--- config.mk ---
export PLATFORM = sky130hd
export DESIGN_NAME = sllm_ctrl
export DESIGN_NICKNAME = d
export VERILOG_FILES = /design/src/rtl/core/sllm_pkg.sv /design/src/rtl/core/sllm_ctrl.sv
export SDC_FILE = /design/constraint.sdc
export NUM_CORES = 1
export LEC_CHECK = 0
export ABC_AREA = 1
export BUFFER_PORTS_ARGS = -buffer_cell sky130_fd_sc_hd__buf_4
export CAP_MARGIN = 25
export CORE_ASPECT_RATIO = 1.1
export CORE_UTILIZATION = 48
export CTS_CLUSTER_SIZE = 16
export DETAILED_ROUTE_END_ITERATION = 8
export PLACE_DENSITY = 0.75
export SLEW_MARGIN = 10
export SYNTH_ARGS = -nofsm -noshare
export SYNTH_HDL_FRONTEND = slang
export SYNTH_SLANG_ARGS = --single-unit
export TNS_END_PERCENT = 5
--- constraint.sdc ---
create_clock -name i_clk -period 1.96 [get_ports i_clk]
set_clock_uncertainty 0.15 [all_clocks]
set_input_delay 0.098 -clock i_clk [delete_from_list [all_inputs] [get_ports i_clk]]
set_output_delay 0.098 -clock i_clk [all_outputs]
set_load 0.05 [all_outputs]
--- src/rtl/core/sllm_pkg.sv ---
// Shared types, widths and constants of the static linked list manager.
package sllm_pkg;

    localparam int NODES        = 1024;
    localparam int LINK_W       = $clog2(NODES);
    localparam int POS_W        = 10;
    localparam int VAL_W        = 32;
    localparam int CNT_W        = 11;
    localparam int LEN_W        = 10;
    localparam int STAT_W       = 2;
    localparam int IN_TDATA_W   = 48;
    localparam int OUT_TDATA_W  = 16;

    localparam logic [LINK_W-1:0] FREE_HEAD = '0;
    localparam logic [LINK_W-1:0] LIST_HEAD = LINK_W'(NODES - 1);

    typedef enum logic [STAT_W-1:0] {
        ST_DONE   = 2'd0,
        ST_RANGE  = 2'd1,
        ST_NOFREE = 2'd2
    } t_status;

    // read address source for the link memory
    typedef enum logic [1:0] {
        RD_K    = 2'd0,
        RD_FREE = 2'd1,
        RD_DATA = 2'd2
    } t_rd_sel;

    // write address / data pair for the link memory
    typedef enum logic [2:0] {
        WR_NONE      = 3'd0,
        WR_CLEAR     = 3'd1,
        WR_FREE_DATA = 3'd2,
        WR_J_DATA    = 3'd3,
        WR_K_J       = 3'd4,
        WR_K_DATA    = 3'd5,
        WR_FREE_J    = 3'd6
    } t_wr_sel;

    typedef struct packed {
        logic    latch_in;
        logic    init_walk;
        logic    ld_j;
        logic    ld_k;
        logic    dec_steps;
        logic    inc_cnt;
        logic    dec_cnt;
        logic    val_wr;
        logic    set_status;
        logic    out_load;
        t_status status;
        t_rd_sel rd_sel;
        t_wr_sel wr_sel;
    } t_dp_cmd;

    typedef struct packed {
        logic clr_last;
        logic range_bad;
        logic rd_zero;
        logic rd_head;
        logic steps_zero;
        logic op_delete;
        logic cnt_zero;
    } t_dp_stat;

    // link value that the clearing pass writes into a node
    function automatic logic [LINK_W-1:0] init_link(input logic [LINK_W-1:0] idx);
        if (idx < LINK_W'(NODES - 2)) begin
            return idx + LINK_W'(1);
        end
        return FREE_HEAD;
    endfunction

endpackage

--- src/rtl/core/sllm_ctrl.sv ---
// Controller: sequences the clearing pass, the walk and the splice of each item.
module sllm_ctrl (
    input  logic                i_clk,
    input  logic                i_rst_n,
    input  logic                i_s_tvalid,
    output logic                o_s_tready,
    output logic                o_m_tvalid,
    input  logic                i_m_tready,
    input  sllm_pkg::t_dp_stat  i_stat,
    output sllm_pkg::t_dp_cmd   o_cmd
);
    import sllm_pkg::*;

    typedef enum logic [12:0] {
        S_CLEAR    = 13'b0000000000001,
        S_IDLE     = 13'b0000000000010,
        S_CHECK    = 13'b0000000000100,
        S_I_FREE   = 13'b0000000001000,
        S_I_POP    = 13'b0000000010000,
        S_WALK     = 13'b0000000100000,
        S_WAIT     = 13'b0000001000000,
        S_LINK     = 13'b0000010000000,
        S_I_SPLICE = 13'b0000100000000,
        S_D_UNLINK = 13'b0001000000000,
        S_D_FREE   = 13'b0010000000000,
        S_D_PUSH   = 13'b0100000000000,
        S_DONE     = 13'b1000000000000
    } t_state;

    t_state r_state, n_state;
    logic   r_out_valid, n_out_valid;

    always_comb begin
        n_state     = r_state;
        n_out_valid = r_out_valid && !i_m_tready;
        o_s_tready  = 1'b0;
        o_cmd       = '0;
        o_cmd.status = ST_DONE;
        o_cmd.rd_sel = RD_K;
        o_cmd.wr_sel = WR_NONE;
        unique case (r_state)
            S_CLEAR: begin
                o_cmd.wr_sel = WR_CLEAR;
                if (i_stat.clr_last) begin
                    n_state = S_IDLE;
                end
            end
            S_IDLE: begin
                o_s_tready = 1'b1;
                if (i_s_tvalid) begin
                    o_cmd.latch_in = 1'b1;
                    n_state        = S_CHECK;
                end
            end
            S_CHECK: begin
                o_cmd.init_walk = 1'b1;
                if (i_stat.range_bad) begin
                    o_cmd.set_status = 1'b1;
                    o_cmd.status     = ST_RANGE;
                    n_state          = S_DONE;
                end else if (i_stat.op_delete) begin
                    n_state = S_WALK;
                end else begin
                    o_cmd.rd_sel = RD_FREE;
                    n_state      = S_I_FREE;
                end
            end
            S_I_FREE: begin
                if (i_stat.rd_zero) begin
                    o_cmd.set_status = 1'b1;
                    o_cmd.status     = ST_NOFREE;
                    n_state          = S_DONE;
                end else begin
                    o_cmd.ld_j   = 1'b1;
                    o_cmd.val_wr = 1'b1;
                    o_cmd.rd_sel = RD_DATA;
                    n_state      = S_I_POP;
                end
            end
            S_I_POP: begin
                o_cmd.wr_sel = WR_FREE_DATA;
                n_state      = S_WALK;
            end
            S_WALK: begin
                o_cmd.rd_sel = RD_K;
                if (i_stat.steps_zero) begin
                    n_state = S_LINK;
                end else begin
                    o_cmd.dec_steps = 1'b1;
                    n_state         = S_WAIT;
                end
            end
            S_WAIT: begin
                o_cmd.ld_k = 1'b1;
                n_state    = S_WALK;
            end
            S_LINK: begin
                if (!i_stat.op_delete) begin
                    o_cmd.wr_sel = WR_J_DATA;
                    n_state      = S_I_SPLICE;
                end else if (i_stat.rd_zero || i_stat.rd_head) begin
                    o_cmd.set_status = 1'b1;
                    o_cmd.status     = ST_RANGE;
                    n_state          = S_DONE;
                end else begin
                    o_cmd.ld_j   = 1'b1;
                    o_cmd.rd_sel = RD_DATA;
                    n_state      = S_D_UNLINK;
                end
            end
            S_I_SPLICE: begin
                o_cmd.wr_sel     = WR_K_J;
                o_cmd.inc_cnt    = 1'b1;
                o_cmd.set_status = 1'b1;
                o_cmd.status     = ST_DONE;
                n_state          = S_DONE;
            end
            S_D_UNLINK: begin
                o_cmd.wr_sel = WR_K_DATA;
                o_cmd.rd_sel = RD_FREE;
                n_state      = S_D_FREE;
            end
            S_D_FREE: begin
                o_cmd.wr_sel = WR_J_DATA;
                n_state      = S_D_PUSH;
            end
            S_D_PUSH: begin
                o_cmd.wr_sel     = WR_FREE_J;
                o_cmd.dec_cnt    = 1'b1;
                o_cmd.set_status = 1'b1;
                o_cmd.status     = ST_DONE;
                n_state          = S_DONE;
            end
            S_DONE: begin
                if (!r_out_valid || i_m_tready) begin
                    o_cmd.out_load = 1'b1;
                    n_out_valid    = 1'b1;
                    n_state        = S_IDLE;
                end
            end
            default: begin
                n_state = S_CLEAR;
            end
        endcase
    end

    always_ff @(posedge i_clk) begin
        if (!i_rst_n) begin
            r_state     <= S_CLEAR;
            r_out_valid <= 1'b0;
        end else begin
            r_state     <= n_state;
            r_out_valid <= n_out_valid;
        end
    end

    assign o_m_tvalid = r_out_valid;

endmodule

==> flow_metrics.tcl <==
set metrics [dict create \
    status "finished clean" \
    cp.required_ns 1.71 \
    end_kind "primary output" \
    drtIter0Drc 26 \
    ir_worst_vdd_uv 497 \
    relSlewSlack 0.817 \
    clk_pin_slew_ns 0.08 \
    min_path_type "in2reg" \
    synth_area_leaders "dfxtp_1 28%, nor2_2 11%, inv_1 9.6%" \
    vias_per_cell 4.94 \
    total_power_uw 991 \
    place.gp.congestion 0.845 \
    via_count 1072 \
    met1_length_mm 1.10 \
    fin_area_sq_mm 0.00141 \
    synth_warnings 0 \
    worstSkewPairLatency_ns 0.28 \
    hold_ws_ns 0.0247 \
    synth_top_family_by_area "simple AND/OR/NAND/NOR gates" \
    grt_antenna_before_repair 0 \
    synth_top_area_frac 0.277 \
    final_nets 202 \
    die_x_um 45.8 \
    setup_viol 0 \
    htree_levels 1 \
    wl_per_cell_um 11.5 \
    drive_gt1_frac 0.407 \
    synthDistinctLibCells 24 \
    worstMarginPinSlew_ns 0.272 \
    synthCells 149 \
    grt.overflow.total 0 \
    synthMuxAreaShare 0 \
    die-area_sq_mm 0.00230 \
    cp_top_family "simple AND/OR/NAND/NOR gates" \
    cp_num_buf_inv 2 \
    clockBufferDepth 2 \
    die_h_um 50.2 \
    num_io_pins 30 \
    crit_top_cell "nand2_1" \
    synthSimpleGateAreaFrac 0.591 \
    met2_wirelength_mm 1.29 \
    met3_length_um 86 \
    synth-compound-area-share 0.0321 \
    synth_adder_area_share 0 \
    start_util 0.506 \
    yosys.area.top_type "dfxtp_1" \
    worstSetupStartpointType "flip-flop" \
    grt_pass1_wl_mm 4.13 \
    drc_errors 0 \
    syn-cell-area_sq_mm 0.00101 \
    max_freq_mhz 528 \
    hold_viol 0 \
    slew_violations 0 \
    drt_wl_total_mm 2.50 \
    layout_common_cells "27 x buf_4, 26 x inv_1, 24 x nand2_1" \
    coreArea_sq_mm 0.00200 \
    fin_crit_sh 0.966 \
    powerDensity_mw_per_mm2 702 \
    ys.flop_type "dfxtp_1" \
    dpl_cell_area_sq_mm 0.00127 \
    highest_layer "met4" \
    fillers 186 \
    ys_seq_area_frac 0.277 \
    io_buffers 28 \
    clk_root_buffer_cell "clkbuf_4" \
    setup_ws_ns 0.0673 \
    grt_max_degree 10 \
    fin_util 0.706 \
    synth-edff-count 0 \
    grt_pass1_vias 995 \
    syn_to_final_growth_pct 39.4 \
    tritoncts "yes" \
    path_cells "or2_4 -> nor2_8 -> nand2_1 -> inv_1 -> nand4_1 -> nand2_1 -> buf_6" \
    layout_commonest_cell "buf_4" \
    drtAntennaViolNets 0 \
    row_count 17 \
    syn_avg_cell_area_sq_um 6.79 \
    track_usage 0.244 \
    period_needed_ns 1.89 \
    ys_ff_latch 14 \
    numCtsBuffers 3 \
    syn_nets 160 \
    rsz0062_at_grt "true" \
    clock_sinks 14 \
    arrival_ns 1.64 \
    place_hpwl_mm 1.91 \
    antennaDiodeCount 0 \
    crit_slowest_cell "dfxtp_1" \
    crit_fanout 6 \
    p_leak_uw 0.000749 \
    synthXorXnorAreaFrac 0 \
    dp_slack_ns 0.267 \
    firstDrtPassIters 6 \
    drv_cap 0 \
    ys_async_sr_fraction 0 \
    crit_type "reg2out" \
    slowest_delay_ns 0.35 \
]
## synth_stat cells, types with 2 or more instances
master / instances
nand2_2: 7
nand2_1: 24
nor2_8: 2
inv_1: 26
nor3_1: 3
nor2_1: 20
nand4_1: 6
nand2_4: 4
nor2_4: 2
dfxtp_1: 14
nand3_1: 9
nor3b_1: 2
nor2_2: 17
nand3_2: 3
## registers in the layout, indices dropped and copies added (netlist names)
signal,flops
r_state,13
o_m_tvalid,1
## final timing paths
check / slack [ns] / from / endpoint / depth (start not counted)
max: 0.07 / r_state[12] / o_cmd[4] / 7
max reg2reg: 0.29 / r_state[12] / r_state[9] / 9
min: 0.02 / i_stat[6] / r_state[0] / 3
min reg2reg: 0.40 / o_m_tvalid / o_m_tvalid / 4
## area by class of cell
cell class	instances	area, sq um	area share
well taps	28	35.0	0.0248
flip-flops and latches	14	280	0.199
repair buffers	37	308	0.218
inverters	27	101	0.0718
multi-input cells	108	664	0.471
clock buffers	3	22.5	0.0160
## power breakdown
group / internal [uW] / switching, uW
Combinational: 174 / 326
Sequential: 304 / 22.9
Clock: 71.4 / 92.8
## stage by stage
step | std cells | setup TNS, ns
after detailed placement | 205 | 0
after global routing | 217 | -0.0663
final | 217 | 0
after floorplan | 149 | -0.251
after global placement | 205 | 0
after CTS | 214 | 0
## metal layers
layer | track usage | vias up
met1 | 0.324 | 492
met4 | 0.0735 | 0
met5 | 0 | -
met2 | 0.410 | 26
li1 | - | 550
met3 | 0.0216 | 4
## repair_timing
item | in CTS | in global routing
endpoints found under the setup margin | 4 | 8
gates resized for setup | 2 | 8
pin swaps | 1 | 2
buffers inserted | 0 | 3
hold buffers | 6 | 0
endpoints found under the hold margin | 6 | 0
## worst reg2reg max path, cell delays in order (launching register included)
cell     delay (ns)
dfxtp_1        0.35
or2_4          0.29
nor2_8         0.15
buf_4          0.16
nand2_4        0.07
nand3_2        0.09
nor2_2         0.04
nand2_2        0.07
nand2_4        0.12
nor2_2         0.11
## logic make-up (layout without fill, tap and decap cells)
| family | Yosys count | count (layout) |
|---|---|---|
| AOI/OAI and AO/OA | 5 | 5 |
| and+or+nand+nor | 103 | 103 |
| buffers and inverters | 27 | 67 |
| DFF | 14 | 14 |
(Power assumes the default switching activity.)
